===== config.mk =====
export PLATFORM = sky130hd
export DESIGN_NAME = downmix_decimating_averager
export DESIGN_NICKNAME = d
export VERILOG_FILES = /design/src/hw/rtl/dmda_pkg.sv /design/src/hw/rtl/dmda_fifo.sv /design/src/hw/rtl/dmda_front.sv /design/src/hw/rtl/dmda_divider.sv /design/src/hw/rtl/downmix_decimating_averager.sv
export SDC_FILE = /design/constraint.sdc
export NUM_CORES = 1
export LEC_CHECK = 0
export ABC_CLOCK_PERIOD_IN_PS = 7000
export BUFFER_PORTS_ARGS = -buffer_cell sky130_fd_sc_hd__buf_4
export CORE_UTILIZATION = 55
export CTS_CLUSTER_DIAMETER = 150
export DETAILED_ROUTE_END_ITERATION = 6
export PLACE_DENSITY = 0.79
export SYNTH_ARGS = -nofsm -noshare
export SYNTH_HDL_FRONTEND = slang
export SYNTH_SLANG_ARGS = --single-unit

===== constraint.sdc =====
create_clock -name clk -period 7 [get_ports clk]
set_clock_uncertainty 0.1 [all_clocks]
set_input_delay 0.35 -clock clk [delete_from_list [all_inputs] [get_ports clk]]
set_output_delay 0.35 -clock clk [all_outputs]
set_load 0.01 [all_outputs]

===== src/hw/rtl/dmda_pkg.sv =====
package dmda_pkg;

    // payload and register widths
    localparam int SAMPLE_W   = 16;
    localparam int CC_W       = 4;
    localparam int DR_W       = 5;
    localparam int PROD_W     = CC_W + DR_W;
    localparam int CFG_IDX_W  = 2;
    localparam int CFG_DATA_W = 5;

    // hard ceiling on the group size
    localparam int GROUP_CAP = 256;

    // register indexes
    localparam logic [CFG_IDX_W-1:0] REG_CHANNEL_COUNT    = 2'd0;
    localparam logic [CFG_IDX_W-1:0] REG_DECIMATION_RATIO = 2'd1;

    // register reset values
    localparam logic [CC_W-1:0] CC_RESET = 4'd2;
    localparam logic [DR_W-1:0] DR_RESET = 5'd3;

    typedef logic signed [SAMPLE_W-1:0] sample_t;

endpackage


===== src/hw/rtl/dmda_fifo.sv =====
module dmda_fifo #(
    parameter int WIDTH = 8,
    parameter int DEPTH = 2
) (
    input  logic             clk,
    input  logic             rst_n,
    input  logic             push,
    input  logic [WIDTH-1:0] wdata,
    output logic             full,
    input  logic             pop,
    output logic [WIDTH-1:0] rdata,
    output logic             empty
);
    localparam int PTR_W = (DEPTH > 1) ? $clog2(DEPTH) : 1;
    localparam int CNT_W = $clog2(DEPTH + 1);

    logic [WIDTH-1:0] mem_reg [DEPTH];
    logic [PTR_W-1:0] wr_ptr_reg, wr_ptr_next;
    logic [PTR_W-1:0] rd_ptr_reg, rd_ptr_next;
    logic [CNT_W-1:0] cnt_reg, cnt_next;
    logic             do_pop;

    assign full   = (cnt_reg == CNT_W'(DEPTH));
    assign empty  = (cnt_reg == '0);
    assign rdata  = mem_reg[rd_ptr_reg];
    assign do_pop = pop && !empty;

    // pointer and fill count update
    always_comb
    begin
        wr_ptr_next = wr_ptr_reg;
        rd_ptr_next = rd_ptr_reg;
        cnt_next    = cnt_reg;
        if (push)
        begin
            wr_ptr_next = (wr_ptr_reg == PTR_W'(DEPTH - 1)) ? '0 : wr_ptr_reg + 1'b1;
        end
        if (do_pop)
        begin
            rd_ptr_next = (rd_ptr_reg == PTR_W'(DEPTH - 1)) ? '0 : rd_ptr_reg + 1'b1;
        end
        if (push && !do_pop)
        begin
            cnt_next = cnt_reg + 1'b1;
        end
        else if (!push && do_pop)
        begin
            cnt_next = cnt_reg - 1'b1;
        end
    end

    always_ff @(posedge clk or negedge rst_n)
    begin
        if (!rst_n)
        begin
            wr_ptr_reg <= '0;
            rd_ptr_reg <= '0;
            cnt_reg    <= '0;
        end
        else
        begin
            wr_ptr_reg <= wr_ptr_next;
            rd_ptr_reg <= rd_ptr_next;
            cnt_reg    <= cnt_next;
        end
    end

    // storage
    always_ff @(posedge clk)
    begin
        if (push)
        begin
            mem_reg[wr_ptr_reg] <= wdata;
        end
    end

`ifndef ASSERT_OFF
    a_no_overflow: assert property (@(posedge clk) disable iff (!rst_n)
        !(push && full))
        else $error("fifo written while full");
    a_cnt_bound: assert property (@(posedge clk) disable iff (!rst_n)
        cnt_reg <= CNT_W'(DEPTH))
        else $error("fifo fill count beyond depth");
`endif

endmodule


===== src/hw/rtl/dmda_front.sv =====
module dmda_front #(
    parameter int LIMIT = 128
) (
    input  logic                              clk,
    input  logic                              rst_n,
    input  logic                              cfg_we,
    input  logic [dmda_pkg::CFG_IDX_W-1:0]    cfg_idx,
    input  logic [dmda_pkg::CFG_DATA_W-1:0]   cfg_data,
    input  logic                              push,
    input  dmda_pkg::sample_t                 sample,
    input  logic                              job_full,
    output logic                              job_push,
    output logic [dmda_pkg::SAMPLE_W+$clog2(LIMIT)+$clog2(LIMIT+1)-1:0] job_data
);
    import dmda_pkg::*;

    localparam int CNT_W = $clog2(LIMIT + 1);
    localparam int SUM_W = SAMPLE_W + $clog2(LIMIT);

    logic [CC_W-1:0]         cc_reg;
    logic [DR_W-1:0]         dr_reg;
    logic signed [SUM_W-1:0] sum_reg, sum_next;
    logic [CNT_W-1:0]        fill_reg, fill_next;

    logic [PROD_W-1:0]       prod;
    logic [CNT_W-1:0]        grp_n;
    logic signed [SUM_W-1:0] sum_add;
    logic [CNT_W-1:0]        cnt_inc;
    logic                    accept;
    logic                    grp_done;

    // configuration registers
    always_ff @(posedge clk or negedge rst_n)
    begin
        if (!rst_n)
        begin
            cc_reg <= CC_RESET;
            dr_reg <= DR_RESET;
        end
        else if (cfg_we)
        begin
            if (cfg_idx == REG_CHANNEL_COUNT)
            begin
                cc_reg <= cfg_data[CC_W-1:0];
            end
            else if (cfg_idx == REG_DECIMATION_RATIO)
            begin
                dr_reg <= cfg_data[DR_W-1:0];
            end
        end
    end

    // group size, clamped to the limit
    always_comb
    begin
        prod  = PROD_W'(cc_reg) * PROD_W'(dr_reg);
        grp_n = (prod > PROD_W'(LIMIT)) ? CNT_W'(LIMIT) : prod[CNT_W-1:0];
    end

    // accumulate and detect group end
    always_comb
    begin
        accept    = push && !job_full;
        sum_add   = sum_reg + SUM_W'(sample);
        cnt_inc   = fill_reg + 1'b1;
        grp_done  = accept && (grp_n != '0) && (cnt_inc >= grp_n);
        sum_next  = sum_reg;
        fill_next = fill_reg;
        if (accept && (grp_n != '0))
        begin
            if (grp_done)
            begin
                sum_next  = '0;
                fill_next = '0;
            end
            else
            begin
                sum_next  = sum_add;
                fill_next = cnt_inc;
            end
        end
    end

    assign job_push = grp_done;
    assign job_data = {sum_add, cnt_inc};

    always_ff @(posedge clk or negedge rst_n)
    begin
        if (!rst_n)
        begin
            sum_reg  <= '0;
            fill_reg <= '0;
        end
        else
        begin
            sum_reg  <= sum_next;
            fill_reg <= fill_next;
        end
    end

`ifndef ASSERT_OFF
    a_fill_bound: assert property (@(posedge clk) disable iff (!rst_n)
        fill_reg < CNT_W'(LIMIT))
        else $error("group fill reached the group limit without completing");
`endif

endmodule


===== src/hw/rtl/dmda_divider.sv =====
module dmda_divider #(
    parameter int SUM_W = 23,
    parameter int CNT_W = 8
) (
    input  logic                            clk,
    input  logic                            rst_n,
    input  logic                            job_empty,
    input  logic [SUM_W+CNT_W-1:0]          job_data,
    output logic                            job_pop,
    input  logic                            res_full,
    output logic                            res_push,
    output dmda_pkg::sample_t               res_data
);
    import dmda_pkg::*;

    localparam int STEP_W = $clog2(SUM_W + 1);

    localparam logic [1:0] ST_IDLE = 2'd0;
    localparam logic [1:0] ST_RUN  = 2'd1;
    localparam logic [1:0] ST_DONE = 2'd2;

    logic [1:0]        state_reg, state_next;
    logic [STEP_W-1:0] step_reg, step_next;
    logic              neg_reg, neg_next;
    logic [CNT_W-1:0]  div_reg, div_next;
    logic [CNT_W-1:0]  rem_reg, rem_next;
    logic [SUM_W-1:0]  dvd_reg, dvd_next;

    logic signed [SUM_W-1:0] job_sum;
    logic [CNT_W-1:0]        job_cnt;
    logic [CNT_W:0]          trial;
    logic [CNT_W:0]          trial_sub;
    logic                    ge;
    logic [SUM_W-1:0]        quo_signed;

    assign job_sum = job_data[SUM_W+CNT_W-1:CNT_W];
    assign job_cnt = job_data[CNT_W-1:0];

    // one restoring step per cycle
    always_comb
    begin
        trial     = {rem_reg, dvd_reg[SUM_W-1]};
        trial_sub = trial - {1'b0, div_reg};
        ge        = (trial >= {1'b0, div_reg});
    end

    // sign fix-up of the quotient magnitude
    assign quo_signed = neg_reg ? (~dvd_reg + 1'b1) : dvd_reg;
    assign res_data   = quo_signed[SAMPLE_W-1:0];

    assign job_pop  = (state_reg == ST_IDLE) && !job_empty;
    assign res_push = (state_reg == ST_DONE) && !res_full;

    // sequencer
    always_comb
    begin
        state_next = state_reg;
        step_next  = step_reg;
        neg_next   = neg_reg;
        div_next   = div_reg;
        rem_next   = rem_reg;
        dvd_next   = dvd_reg;
        case (state_reg)
            ST_IDLE:
            begin
                if (!job_empty)
                begin
                    neg_next   = job_sum[SUM_W-1];
                    dvd_next   = job_sum[SUM_W-1] ? (~job_sum + 1'b1) : job_sum;
                    div_next   = job_cnt;
                    rem_next   = '0;
                    step_next  = '0;
                    state_next = ST_RUN;
                end
            end
            ST_RUN:
            begin
                rem_next  = ge ? trial_sub[CNT_W-1:0] : trial[CNT_W-1:0];
                dvd_next  = {dvd_reg[SUM_W-2:0], ge};
                step_next = step_reg + 1'b1;
                if (step_reg == STEP_W'(SUM_W - 1))
                begin
                    state_next = ST_DONE;
                end
            end
            ST_DONE:
            begin
                if (!res_full)
                begin
                    state_next = ST_IDLE;
                end
            end
            default:
            begin
                state_next = ST_IDLE;
            end
        endcase
    end

    always_ff @(posedge clk or negedge rst_n)
    begin
        if (!rst_n)
        begin
            state_reg <= ST_IDLE;
            step_reg  <= '0;
        end
        else
        begin
            state_reg <= state_next;
            step_reg  <= step_next;
        end
    end

    always_ff @(posedge clk)
    begin
        neg_reg <= neg_next;
        div_reg <= div_next;
        rem_reg <= rem_next;
        dvd_reg <= dvd_next;
    end

`ifndef ASSERT_OFF
    a_rem_below_div: assert property (@(posedge clk) disable iff (!rst_n)
        (state_reg == ST_RUN) |-> (rem_reg < div_reg))
        else $error("partial remainder not below divisor");
`endif

endmodule


===== src/hw/rtl/downmix_decimating_averager.sv =====
// a group's last sample transfer pushes its sum and count into the job queue, and the divider
//   then divides the SUM_W-bit sum (SUM_W = 16 + clog2 of the group limit, 23 at the default limit of 128)
// throughput: one sample per cycle into the accumulator while the 2-entry job queue has
//   room, input stalls while it is full; the one-bit-per-cycle divider takes no new job
//   until its result is pushed into the result queue
// reset: rst_n asynchronous, clears sum, fill, queues and divider control;
//   channel_count resets to 2 and decimation_ratio to 3
module downmix_decimating_averager #(
    parameter int MAX_GROUP = 128
) (
    input  logic                            clk,
    input  logic                            rst_n,
    input  logic                            cfg_we,
    input  logic [dmda_pkg::CFG_IDX_W-1:0]  cfg_idx,
    input  logic [dmda_pkg::CFG_DATA_W-1:0] cfg_data,
    input  logic                            push,
    output logic                            full,
    input  dmda_pkg::sample_t               sample,
    output logic                            empty,
    input  logic                            pop,
    output dmda_pkg::sample_t               mixed_sample
);
    import dmda_pkg::*;

    localparam int LIMIT = (MAX_GROUP > GROUP_CAP) ? GROUP_CAP :
                           ((MAX_GROUP < 1) ? 1 : MAX_GROUP);
    localparam int CNT_W = $clog2(LIMIT + 1);
    localparam int SUM_W = SAMPLE_W + $clog2(LIMIT);
    localparam int JOB_W = SUM_W + CNT_W;

    logic             job_push;
    logic [JOB_W-1:0] job_wdata;
    logic             job_full;
    logic             job_pop;
    logic [JOB_W-1:0] job_rdata;
    logic             job_empty;
    logic             res_push;
    sample_t          res_data;
    logic             res_full;

    assign full = job_full;

    // accumulator front
    dmda_front #(
        .LIMIT (LIMIT)
    ) u_front (
        .clk      (clk),
        .rst_n    (rst_n),
        .cfg_we   (cfg_we),
        .cfg_idx  (cfg_idx),
        .cfg_data (cfg_data),
        .push     (push),
        .sample   (sample),
        .job_full (job_full),
        .job_push (job_push),
        .job_data (job_wdata)
    );

    // group sums waiting for division
    dmda_fifo #(
        .WIDTH (JOB_W),
        .DEPTH (2)
    ) u_job_q (
        .clk   (clk),
        .rst_n (rst_n),
        .push  (job_push),
        .wdata (job_wdata),
        .full  (job_full),
        .pop   (job_pop),
        .rdata (job_rdata),
        .empty (job_empty)
    );

    // averaging divider back
    dmda_divider #(
        .SUM_W (SUM_W),
        .CNT_W (CNT_W)
    ) u_divider (
        .clk       (clk),
        .rst_n     (rst_n),
        .job_empty (job_empty),
        .job_data  (job_rdata),
        .job_pop   (job_pop),
        .res_full  (res_full),
        .res_push  (res_push),
        .res_data  (res_data)
    );

    // finished averages awaiting transfer
    dmda_fifo #(
        .WIDTH (SAMPLE_W),
        .DEPTH (2)
    ) u_res_q (
        .clk   (clk),
        .rst_n (rst_n),
        .push  (res_push),
        .wdata (res_data),
        .full  (res_full),
        .pop   (pop),
        .rdata (mixed_sample),
        .empty (empty)
    );

endmodule


==> metrics.md, run 1 <==
| Metric | Value |
|---|---|
| Status | `finished clean` |
| Post-DP HPWL | `13000 um` |
| Final core utilization | `62.2%` |
| Min-delay worst type | `in -> reg` |
| 1st-pass router iterations | `5` |
| RSZ-0062 raised after global routing | `no` |
| Clk slew on worst S/H paths | `roughly 70 ps` |
| P per Cell Area | `467 nW/um2` |
| Post-synthesis sequential area ratio | `between 50% and 60%` |
| Ant. Diodes | `0` |
| Synth unique cells | `81` |
| Routed vias/inst | `5.58` |
| Max IR drop VDD | `approximately 0.25 mV` |
| Final min period | `5620 ps` |
| WL/cell | `15.4 um` |
| Post-Synthesis Cell Area | `10400 um2` |
| CTS Buffer Depth | `2` |
| Worst setup margin | `1380 ps` |
| TNS Setup | `0 ps` |
| Root Driver | `clkbuf_16` |
| Final Net Count | `1037` |
| Main flop type after synthesis | `edfxtp_1` |
| Sequential power share | `36.6%` |
| Initial drt markers | `486` |
| Fillcell total | `around 1500` |
| Final Power | `5.42 mW` |
| Initial antenna violation count | `0` |
| Critical path class | `reg -> reg` |
| Crit end category | `flip-flop` |
| Worst Path Max Fanout | `31` |
| Worst EP arrival | `5610 ps` |
| Antenna Nets Post-Route | `0` |
| Number of global-route vias before repair | `6602` |
| Largest net degree at the start of global routing | `56` |
| Syn_area_per_cell | `11.6 um2` |
| Max Slew Vio Count | `0` |
| CTS Buf Count | `17` |
| Commonest cells after routing, fill and taps aside | `edfxtp_1, nand2_1, ha_1` |
| CP Launch Type | `flip-flop` |
| Area of the multi-input gates | `4750 um2` |
| Reg area | `5410 um2` |
| Pre-CTS worst setup slack | `approximately 1400 ps` |
| Post-synth EDFFs | `134` |
| Routed WL | `18300 um` |
| P_sw | `about 2.1 mW` |
| Leak | `4.72 nW` |
| Die X | `140 um` |
| Tcrit/Tclk final | `80.3%` |
| Congestion Overflow GR | `0` |
| Clock power frac | `18.2%` |
| Hold Fails Final Rpt | `0` |
| Layout area overhead | `11.2%` |
| Port bufs | `45` |
| FP Rows | `50` |
| Die area | `19500 um2` |
| CTS tree | `done` |
| Asr flop ratio synth | `29.1%` |
| Placed Cells | `between 1000 and 1500` |
| Worst relative slew slack | `20.1%` |
| Initial core utilization | `56.0%` |
| Vias | `6637` |
| GP Congestion | `0.870` |
| Worst Tran Pin Value | `roughly 1200 ps` |
| Synth Instances | `897` |
| Commonest non-fill, non-tap cell in the layout | `edfxtp_1` |
| Die Y-Extent | `140 um` |
| H-tree Lvls | `4` |
| Setup Viol. Count Final | `0` |
| Fmax | `around 0.18 GHz` |
| Core Area | `approximately 19000 um2` |
| Synth warn | `0` |
| P_int | `3.35 mW` |
| Tot GR Track Use | `20.1%` |
| Switching part of the total | `38.2%` |
| Post-route insts no fill | `1190` |
| Max Cap Viol | `0` |
| I/O pin count | `46` |
| Global-route wire length before repair | `between 30000 and 40000 um` |
| Required time worst endpoint | `6990 ps` |
| Clk Latency, worst-skew pair | `between 400 and 500 ps` |
| Remaining DRCs | `0` |
| CTS Sinks | `189` |
| Yosys reg bits | `189` |
| Comb power frac | `45.1%` |
| Synth Net Count | `991` |
| Layout cells sized above 1 | `between 10% and 20%` |
| Largest register FFs | `62` |
-- cell type report --
class,instances,area share (%)
Inverter,38,1.23
Tap cell,234,2.52
Multi-Input combinational cell,643,40.9
Timing Repair Buffer,54,3.52
Clock buffer,21,3.88
Sequential cell,189,46.6
Clock inverter,11,1.34
-- synthesized netlist by cell type, types with 9 or more instances --
cell      instances  area (um2)
a21oi_1          32         160
and2_1           20         125
buf_2             9        45.0
clkbuf_1         12        45.0
dfrtp_1          52        1300
edfxtp_1        134        4020
ha_1             58         726
inv_1            37         139
mux2_2           38         428
mux2i_1          23         230
nand2_1          97         364
nand2b_1         12        75.1
nand3_1           9        45.0
nor2_1           48         180
nor2b_1          10        62.6
nor3_1            9        45.0
o21a_1           10        75.1
o21ai_0          55         275
o21ai_1          19        95.1
o31ai_1          16         120
xnor2_1          40         350
xor2_1           39         342
-- power groups by stage --
stage,Clock [mW],Sequential (mW),Combinational [mW]
3_5_place_dp,0,2.00,2.44
2_1_floorplan,0,1.92,1.95
3_3_place_gp,0,1.99,2.35
6_report,0.986,1.98,2.44
5_1_grt,1.04,2.02,2.76
4_1_cts,1.00,1.99,2.45
-- cells by family (layout without fill, tap and decap cells) --
logic type	Yosys count	count (layout)	synth area share [%]
AOI/OAI and AO/OA	191	191	12.2
xor gates and xnor gates	80	80	6.79
adders and majority gates	66	66	8.49
buffers and inverters	65	124	2.76
DFF	189	189	51.8
muxes	62	62	6.44
and+or+nand+nor	244	244	11.5
-- final timing paths --
kind | from | endpoint | slack [ps] | depth (start not counted)
max | u_front.dr_reg[0] | u_job_q.mem_reg[1][24] | 1380 | 20
min | cfg_data[4] | u_front.dr_reg[4] | 50 | 2
max reg2reg | u_front.dr_reg[0] | u_job_q.mem_reg[1][24] | 1380 | 20
min reg2reg | u_front.sum_reg[0] | u_front.sum_reg[0] | 390 | 2
max in group asynchronous | rst_n | u_job_q.rd_ptr_reg | 5860 | 2
min in group asynchronous | rst_n | u_front.cc_reg[2] | 430 | 2
-- per-layer routing --
metal  part of all wire [%]  track usage (%)
met4                    1.1             5.61
met1                     48             27.9
met2                     47             32.1
met3                    3.8             3.99
met5                      0                0
-- through the flow --
stage | hold WS (ps) | cell area (um2)
after global placement | 363 | 11000
final | 49.8 | 11600
after detailed placement | 366 | 11000
after CTS | 32.4 | 11600
after global routing | 41.5 | 11600
after floorplan | -45.6 | 10400
-- critical path, stage by stage (launching register included) --
cell and delay (ps):
dfstp_2 570, nand2_1 80, fa_1 530, inv_1 50
fa_1 530, fa_1 520, a2111oi_0 440, nand2_1 110
nor3_1 210, o21a_1 280, nand2_1 90, ha_1 290
nand2_1 50, o21ai_0 150, a221oi_1 100, o21ai_1 150
buf_4 210, inv_1 70, nor2_1 210, and2_1 160
buf_4 360
-- repair_timing --
| action | CTS | global route |
|---|---|---|
| hold buffers | 1 | 0 |
| setup buffers | 0 | 0 |
| gates resized for setup | 0 | 0 |
| hold endpoints to repair | 52 | 0 |
Power figures use the tool's default switching activity.
==> run 2: changes to the inputs <==
--- a/config.mk
+++ b/config.mk
@@ -5,12 +5,13 @@
 export SDC_FILE = /design/constraint.sdc
 export NUM_CORES = 1
 export LEC_CHECK = 0
-export ABC_CLOCK_PERIOD_IN_PS = 7000
+export ABC_AREA = 1
+export ABC_CLOCK_PERIOD_IN_PS = 5600
 export BUFFER_PORTS_ARGS = -buffer_cell sky130_fd_sc_hd__buf_4
 export CORE_UTILIZATION = 55
 export CTS_CLUSTER_DIAMETER = 150
 export DETAILED_ROUTE_END_ITERATION = 6
-export PLACE_DENSITY = 0.79
+export PLACE_DENSITY = 0.76
 export SYNTH_ARGS = -nofsm -noshare
 export SYNTH_HDL_FRONTEND = slang
 export SYNTH_SLANG_ARGS = --single-unit
==> constraint.sdc (replaced) <==
create_clock -name clk -period 5.6 [get_ports clk]
set_clock_uncertainty 0.1 [all_clocks]
set_input_delay 0.28 -clock clk [delete_from_list [all_inputs] [get_ports clk]]
set_output_delay 0.28 -clock clk [all_outputs]
set_load 0.01 [all_outputs]
==> metrics.md, run 2 <==
| Metric | Value |
|---|---|
| Status | `finished clean` |
| Synth Area in Simple Gates | `25.7% (+14 points)` |
| Yosys reg bits | `189 (unchanged)` |
| Initial core utilization | `56.4% (+0.43 points)` |
| H-tree Lvls | `4 (unchanged)` |
| R2R cell count | `24 (+20%)` |
| Largest register FFs | `62 (unchanged)` |
| Final Net Count | `1441 (+39%)` |
| Post-DP HPWL | `15600 um (+21%)` |
| CTS tree | `done` |
| CTS Sinks | `189 (unchanged)` |
| Post-synth EDFFs | `134 (unchanged)` |
| Die Y-Extent | `144 um (+2.9%)` |
| Vias | `8463 (+28%)` |
| Critical path buffers and inverters | `4 (unchanged)` |
| Hold Crit Start | `cfg_data[3]` |
| Worst path cell trace | `nand2_1 > fa_1 > inv_1 > fa_1 > fa_1 > nor3_1 > nand2_1 > nor2_1 > nand3_1 > inv_1 > o21ai_0 > inv_1 > nand2_1 > ha_1 > a21oi_1 > o21ai_0 > nand2_1 > nand3_1 > nand3_1 > inv_1 > ha_1 > a21oi_1 > o21ai_0 > xor2_1` |
| Synth top area cells | `edfxtp_1, nand2_1, dfrtp_1` |
| Worst reg2reg setup slack | `720 ps (-660 ps)` |
| Fmax | `0.205 GHz (+15%)` |
| Top cell type's share of synthesized area | `36.4% (-2.1 points)` |
| Main flop type after synthesis | `edfxtp_1` |
| FP Rows | `51 (+2.0%)` |
| Critical path's top delay family | `adder cells` |
| Worst setup margin | `721 ps (-655 ps)` |
| Clk slew on worst S/H paths | `70 ps (about the same)` |
| Final Power | `6.80 mW (+25%)` |
| Global-route wire length before repair | `37300 um (+19%)` |
| Mux contribution to synthesized area | `0.102% (-6.3 points)` |
| # hold bufs at CTS | `3 (+2)` |
| Worst Path Max Fanout | `7 (-77%)` |
| Post-synthesis xor/xnor area fraction | `4.76% (-2.0 points)` |
| Initial drt markers | `582 (+20%)` |
| CTS Buf Count | `17 (unchanged)` |
| Ant. Diodes | `0 (unchanged)` |
| CP Launch Type | `flip-flop` |
| Synth Instances | `1299 (+45%)` |
| Core Area | `19600 um2 (+5.1%)` |
| Tot GR Track Use | `22.9% (+2.9 points)` |
| Post-Synthesis Cell Area | `11000 um2 (+5.9%)` |
| Max IR drop VDD | `0.256 mV (+4.2%)` |
| CTS Buffer Depth | `2 (unchanged)` |
| WL/cell | `13.4 um (-13%)` |
| Port bufs | `45 (unchanged)` |
| Min-Delay Endpoint | `u_front.cc_reg[3]` |
| P per Cell Area | `554 nW/um2 (+19%)` |
| Synth Net Count | `1393 (+41%)` |
| Layout cells sized above 1 | `8.53% (-7.0 points)` |
| I/O pin count | `46 (unchanged)` |
| Die X | `144 um (+2.9%)` |
| Hold Crit Depth | `3 (+1)` |
| Critical path class | `reg -> reg` |
| Number of global-route vias before repair | `8167 (+24%)` |
| Routed vias/inst | `5.21 (-6.6%)` |
| Max Slew Vio Count | `0 (unchanged)` |
| Final min period | `4880 ps (-745 ps)` |
| GP Congestion | `0.937 (+7.7%)` |
| Required time worst endpoint | `5820 ps (-1170 ps)` |
| Hold Fails Final Rpt | `0 (unchanged)` |
| Layout area overhead | `11.1%` |
| Leak | `5.95 nW (+26%)` |
| Die area | `20700 um2 (+5.8%)` |
| Crit end category | `flip-flop` |
| Tcrit/Tclk final | `87.1% (+6.8 points)` |
| Min-delay worst type | `in -> reg` |
| 1st-pass router iterations | `5 (unchanged)` |
| Commonest non-fill, non-tap cell in the layout | `nand2_1` |
| Syn_area_per_cell | `8.50 um2 (-27%)` |
| Asr flop ratio synth | `29.1% (unchanged)` |
| Initial antenna violation count | `0 (unchanged)` |
| Clk Latency, worst-skew pair | `440 ps (about the same)` |
| Worst Tran Pin Value | `1100 ps (-102 ps)` |
| Post-CTS setup buffers | `0 (unchanged)` |
| Biggest cell delay along the critical path | `580 ps (about the same)` |
| Congestion Overflow GR | `0 (unchanged)` |
| Pre-CTS worst setup slack | `709 ps (-687 ps)` |
| Routed WL | `21800 um (+19%)` |
| Max Cap Viol | `0 (unchanged)` |
| Worst R2R End | `u_job_q.cnt_reg[1]` |
| Slowest CP cell | `dfstp_2` |
| Cell with the most instances after synthesis | `nand2_1` |
| Remaining DRCs | `0 (unchanged)` |
| Complex-gate fraction of the synthesized area | `5.44% (-6.7 points)` |
| Antenna Nets Post-Route | `0 (unchanged)` |
| Post-synthesis sequential area ratio | `48.9% (-2.9 points)` |
| Post-CTS resize count | `0 (unchanged)` |
| Leading area contributor after synthesis | `edfxtp_1` |
| Origin of the critical flop-to-flop path | `u_front.dr_reg[0]` |
| Worst relative slew slack | `26.8% (+6.7 points)` |
| TNS Setup | `0 ps (unchanged)` |
| Largest net degree at the start of global routing | `56 (unchanged)` |
| Synth warn | `0 (unchanged)` |
| Synth unique cells | `42 (-48%)` |
| Largest family of logic cells by synthesized area | `simple AND/OR/NAND/NOR gates` |
| Root Driver | `clkbuf_16` |
| Commonest cells after routing, fill and taps aside | `nand2_1, inv_1, edfxtp_1` |
| Worst EP arrival | `5100 ps (-510 ps)` |
| Post-synth top cells | `nand2_1, inv_1, edfxtp_1` |
| Adder-cell share of the synthesized area | `8.02% (-0.47 points)` |
| RSZ-0062 raised after global routing | `no` |
| Setup Viol. Count Final | `0 (unchanged)` |
## run 2: cell count changes after synthesis, moves of 23 or more
cell / delta
inv_1: +126
mux2_2: -37
mux2i_1: -23
nand2_1: +358
nand3_1: +55
nand4_1: +48
## run 2: worst max path at each step
stage	startpoint	endpoint	slack, ps	cells after the start
after floorplan	u_front.dr_reg[0]	u_job_q.mem_reg[1][0]	70	20
after global placement	u_front.dr_reg[0]	u_job_q.cnt_reg[1]	780	24
after detailed placement	u_front.dr_reg[0]	u_job_q.mem_reg[1][8]	710	21
after CTS	u_front.dr_reg[0]	u_job_q.cnt_reg[1]	690	24
after global routing	u_front.dr_reg[0]	u_job_q.cnt_reg[1]	240	24
final	u_front.dr_reg[0]	u_job_q.cnt_reg[1]	720	24
## run 2: cells by family after synthesis
| group | Yosys count |
|---|---|
| adders and majority gates | 66 |
| muxes | 1 |
| buffers and inverters | 199 |
| AOI/OAI and AO/OA | 110 |
| and+or+nand+nor | 674 |
| DFF | 189 |
| xor gates and xnor gates | 60 |
## run 2: layout make-up
| type | count | area (um2) |
|---|---|---|
| Tap cell | 265 | 332 |
| Clock buffer | 18 | 429 |
| Sequential cell | 189 | 5400 |
| Multi-Input combinational cell | 911 | 4870 |
| Timing Repair Buffer | 59 | 450 |
| Clock inverter | 14 | 150 |
| Fill cell | 1621 | 7320 |
| Inverter | 169 | 634 |
## run 2: layer usage
metal	vias to the layer above	share of wire, %	global-route usage [%]
met1	3887	45	28.4
met4	0	1.9	7.78
li1	4345	-	-
met3	40	3.8	3.97
met5	-	0	0
met2	191	50	40.3
## run 2: report_power, final
group | switching (mW) | leakage, nW | internal (mW) | total [mW]
clock network | 0.558 | 0.286 | 0.631 | 1.19
registers | 0.246 | 1.94 | 2.16 | 2.40
logic | 2.11 | 3.72 | 1.10 | 3.20
## run 2: worst register-to-register path: cells and delay by family, from the launching register on
| kind | cells | cell delay, ps |
|---|---|---|
| buffers and inverters | 4 | 320 |
| and+or+nand+nor | 9 | 940 |
| xor gates and xnor gates | 1 | 150 |
| adders and majority gates | 5 | 2160 |
| DFF | 1 | 580 |
| AOI/OAI and AO/OA | 5 | 520 |
## run 2: through the flow
step / cells / util, % / hold slack, ps / instance area (um2)
after CTS: 1625 / 62.6 / 17.6 / 12300
after global placement: 1590 / 59.5 / 303 / 11700
after global routing: 1625 / 62.6 / 20.6 / 12300
after floorplan: 1299 / - / -116 / 11000
final: 1625 / 62.6 / 23.3 / 12300
after detailed placement: 1590 / 59.5 / 325 / 11700
==> run 3: changes to the inputs <==
--- a/config.mk
+++ b/config.mk
@@ -6,7 +6,7 @@
 export NUM_CORES = 1
 export LEC_CHECK = 0
 export ABC_AREA = 1
-export ABC_CLOCK_PERIOD_IN_PS = 5600
+export ABC_CLOCK_PERIOD_IN_PS = 4840
 export BUFFER_PORTS_ARGS = -buffer_cell sky130_fd_sc_hd__buf_4
 export CORE_UTILIZATION = 55
 export CTS_CLUSTER_DIAMETER = 150
==> constraint.sdc (replaced) <==
create_clock -name clk -period 4.84 [get_ports clk]
set_clock_uncertainty 0.1 [all_clocks]
set_input_delay 0.242 -clock clk [delete_from_list [all_inputs] [get_ports clk]]
set_output_delay 0.242 -clock clk [all_outputs]
set_load 0.01 [all_outputs]
==> metrics.md, run 3 (synthesized netlist as in run 2, its figures left out) <==
| Metric | Value |
|---|---|
| Reg area | `5400 um2 (unchanged)` |
| Stages on the worst setup path | `22 (-8.3%)` |
| 1st-pass router iterations | `5 (unchanged)` |
| Layout cells sized above 1 | `10.6% (+2.1 points)` |
| Slowest CP cell | `dfstp_2` |
| Core Area | `19600 um2 (unchanged)` |
| Fmax | `0.212 GHz (+3.4%)` |
| Final Net Count | `1453 (+0.83%)` |
| Crit end category | `flip-flop` |
| Worst reg2reg setup slack | `120 ps (-600 ps)` |
| Max Cap Viol | `0 (unchanged)` |
| Commonest cells after routing, fill and taps aside | `nand2_1, inv_1, edfxtp_1` |
| Worst EP arrival | `4760 ps (-340 ps)` |
| CTS tree | `done` |
| Critical path's top delay family | `adder cells` |
| Global routing usage on met3 | `3.83% (-0.13 points)` |
| Final core utilization | `64.3% (+1.7 points)` |
| Critical path class | `reg -> reg` |
| Clk slew on worst S/H paths | `70 ps (about the same)` |
| Worst path cell trace | `nand2_2 > fa_1 > inv_1 > fa_2 > fa_2 > nor3_2 > nand2_1 > nor2_1 > nand3_1 > inv_1 > o21ai_2 > inv_2 > nand2_1 > ha_1 > nand2_1 > o21ai_1 > nand2_1 > nand3_2 > nand3_2 > buf_6 > nor2_4 > clkbuf_16` |
| Root Driver | `clkbuf_16` |
| Initial drt markers | `542 (-6.9%)` |
| Biggest cell delay along the critical path | `580 ps (about the same)` |
| FP Rows | `51 (unchanged)` |
| H-tree Lvls | `4 (unchanged)` |
| Critical path buffers and inverters | `5 (+1)` |
| Fillcell total | `1621 (unchanged)` |
| Min-delay worst type | `in -> reg` |
| Clk Latency, worst-skew pair | `440 ps (about the same)` |
| Die area | `20700 um2 (unchanged)` |
| Layout area overhead | `14.0%` |
| Tot GR Track Use | `23.6% (+0.72 points)` |
| RSZ-0062 raised after global routing | `yes` |
| WL/cell | `14.1 um (+4.7%)` |
| Worst Tran Pin Value | `797 ps (-298 ps)` |
| Routed WL | `23000 um (+5.5%)` |
| CTS Buf Count | `17 (unchanged)` |
| Tcrit/Tclk final | `97.5% (+10 points)` |
| Initial antenna violation count | `0 (unchanged)` |
| Hold Fails Final Rpt | `0 (unchanged)` |
| Routed vias/inst | `5.30 (+1.8%)` |
| CTS Buffer Depth | `2 (unchanged)` |
| Met1 Use GR | `29.1% (+0.69 points)` |
| Leak | `6.05 nW (+1.7%)` |
| Max Slew Vio Count | `0 (unchanged)` |
| Hold Crit Depth | `3 (unchanged)` |
| Hold_ws | `68.0 ps (+44.6 ps)` |
| CTS Sinks | `189 (unchanged)` |
| P per Cell Area | `649 nW/um2 (+17%)` |
| CP Launch Type | `flip-flop` |
| Commonest non-fill, non-tap cell in the layout | `nand2_1` |
| CP most frequent cell | `nand2_1` |
| Status | `finished clean` |
| R2R cell count | `22 (-8.3%)` |
| Die X | `144 um (unchanged)` |
| Max IR drop VDD | `0.346 mV (+35%)` |
| Antenna Nets Post-Route | `0 (unchanged)` |
| Vias | `8676 (+2.5%)` |
| Required time worst endpoint | `4880 ps (-940 ps)` |
| Area of the multi-input gates | `4980 um2 (+2.3%)` |
| Post-DP HPWL | `16100 um (+3.0%)` |
| Initial core utilization | `56.4% (unchanged)` |
| Worst relative slew slack | `46.8% (+20 points)` |
| I/O pin count | `46 (unchanged)` |
| Remaining DRCs | `0 (unchanged)` |
| Worst Path Max Fanout | `15 (+8)` |
| Final min period | `4720 ps (-160 ps)` |
| Met2 usage | `41.9% (+1.6 points)` |
| Global-route wire length before repair | `38300 um (+2.9%)` |
| GP Congestion | `0.943 (+0.64%)` |
| Layer with the highest usage | `met2` |
| Port bufs | `45 (unchanged)` |
| Largest register FFs | `62 (unchanged)` |
| Die Y-Extent | `144 um (unchanged)` |
| Congestion Overflow GR | `0 (unchanged)` |
| Largest net degree at the start of global routing | `56 (unchanged)` |
| Setup Viol. Count Final | `0 (unchanged)` |
| Ant. Diodes | `0 (unchanged)` |
| Number of global-route vias before repair | `8366 (+2.4%)` |
[run 3: changes by cell type in the layout (fill, tap and decap cells not counted), sizes merged]
cell         before  now
clkbuf           18   19
dlygate4sd3       3    6
buf              56   63
inv             175  176
clkinv            7    6
bufinv            1    2
[run 3: power by group]
part	internal [mW]	switching [mW]	leakage, nW
sequential	2.49	0.287	1.94
clock	0.790	0.666	0.303
combinational	1.39	2.55	3.81
total	4.68	3.50	6.05
[run 3: area by class of cell]
class                      count  share of cell area, %
sequential                   189                   42.9
multi-input combinational    911                   39.6
inverter                     169                   5.04
timing repair buffer          71                   4.96
clock buffer                  17                   3.38
tap                          265                   2.63
clock inverter                15                   1.52
[run 3: metal layers]
metal  up-vias  wire (um)
met3        44        903
met4         0        422
met2       201      11600
met5         -          0
met1      4053      10100
li1       4378          -
[run 3: tightest hold or removal path, stage by stage]
cell	delay, ps
buf_4	100
o21ai_0	130
xor2_1	90
[run 3: metrics by stage]
step / setup slack (ps) / area [um2] / total power, mW / TNS (ps) / cells
final: 121 / 12600 / 8.18 / 0 / 1637
after global routing: -171 / 12600 / 8.83 / -4440 / 1637
after CTS: 30.9 / 12400 / 8.07 / 0 / 1633
after detailed placement: -4.29 / 11700 / 6.57 / -4.29 / 1595
after global placement: 118 / 11700 / 6.43 / 0 / 1595
after floorplan: 45.5 / 11100 / 5.56 / 0 / 1299
[run 3: final timing paths]
check                                             end           startpoint
worst max-delay path            u_job_q.mem_reg[1][3]    u_front.dr_reg[1]
worst min-delay path               u_res_q.rd_ptr_reg                  pop
worst max register to register  u_job_q.mem_reg[1][3]    u_front.dr_reg[1]
worst min register to register    u_front.sum_reg[12]  u_front.sum_reg[12]
max in group asynchronous         u_front.fill_reg[5]                rst_n
min in group asynchronous          u_front.sum_reg[0]                rst_n
[run 3: repair_timing]
action	4_1_cts	5_1_grt
gates resized for setup	0	22
pin swaps	1	1
cloned	0	2
setup buffers	0	2
endpoints found under the setup margin	1	64
hold endpoints to repair	60	0
hold buffers	6	0
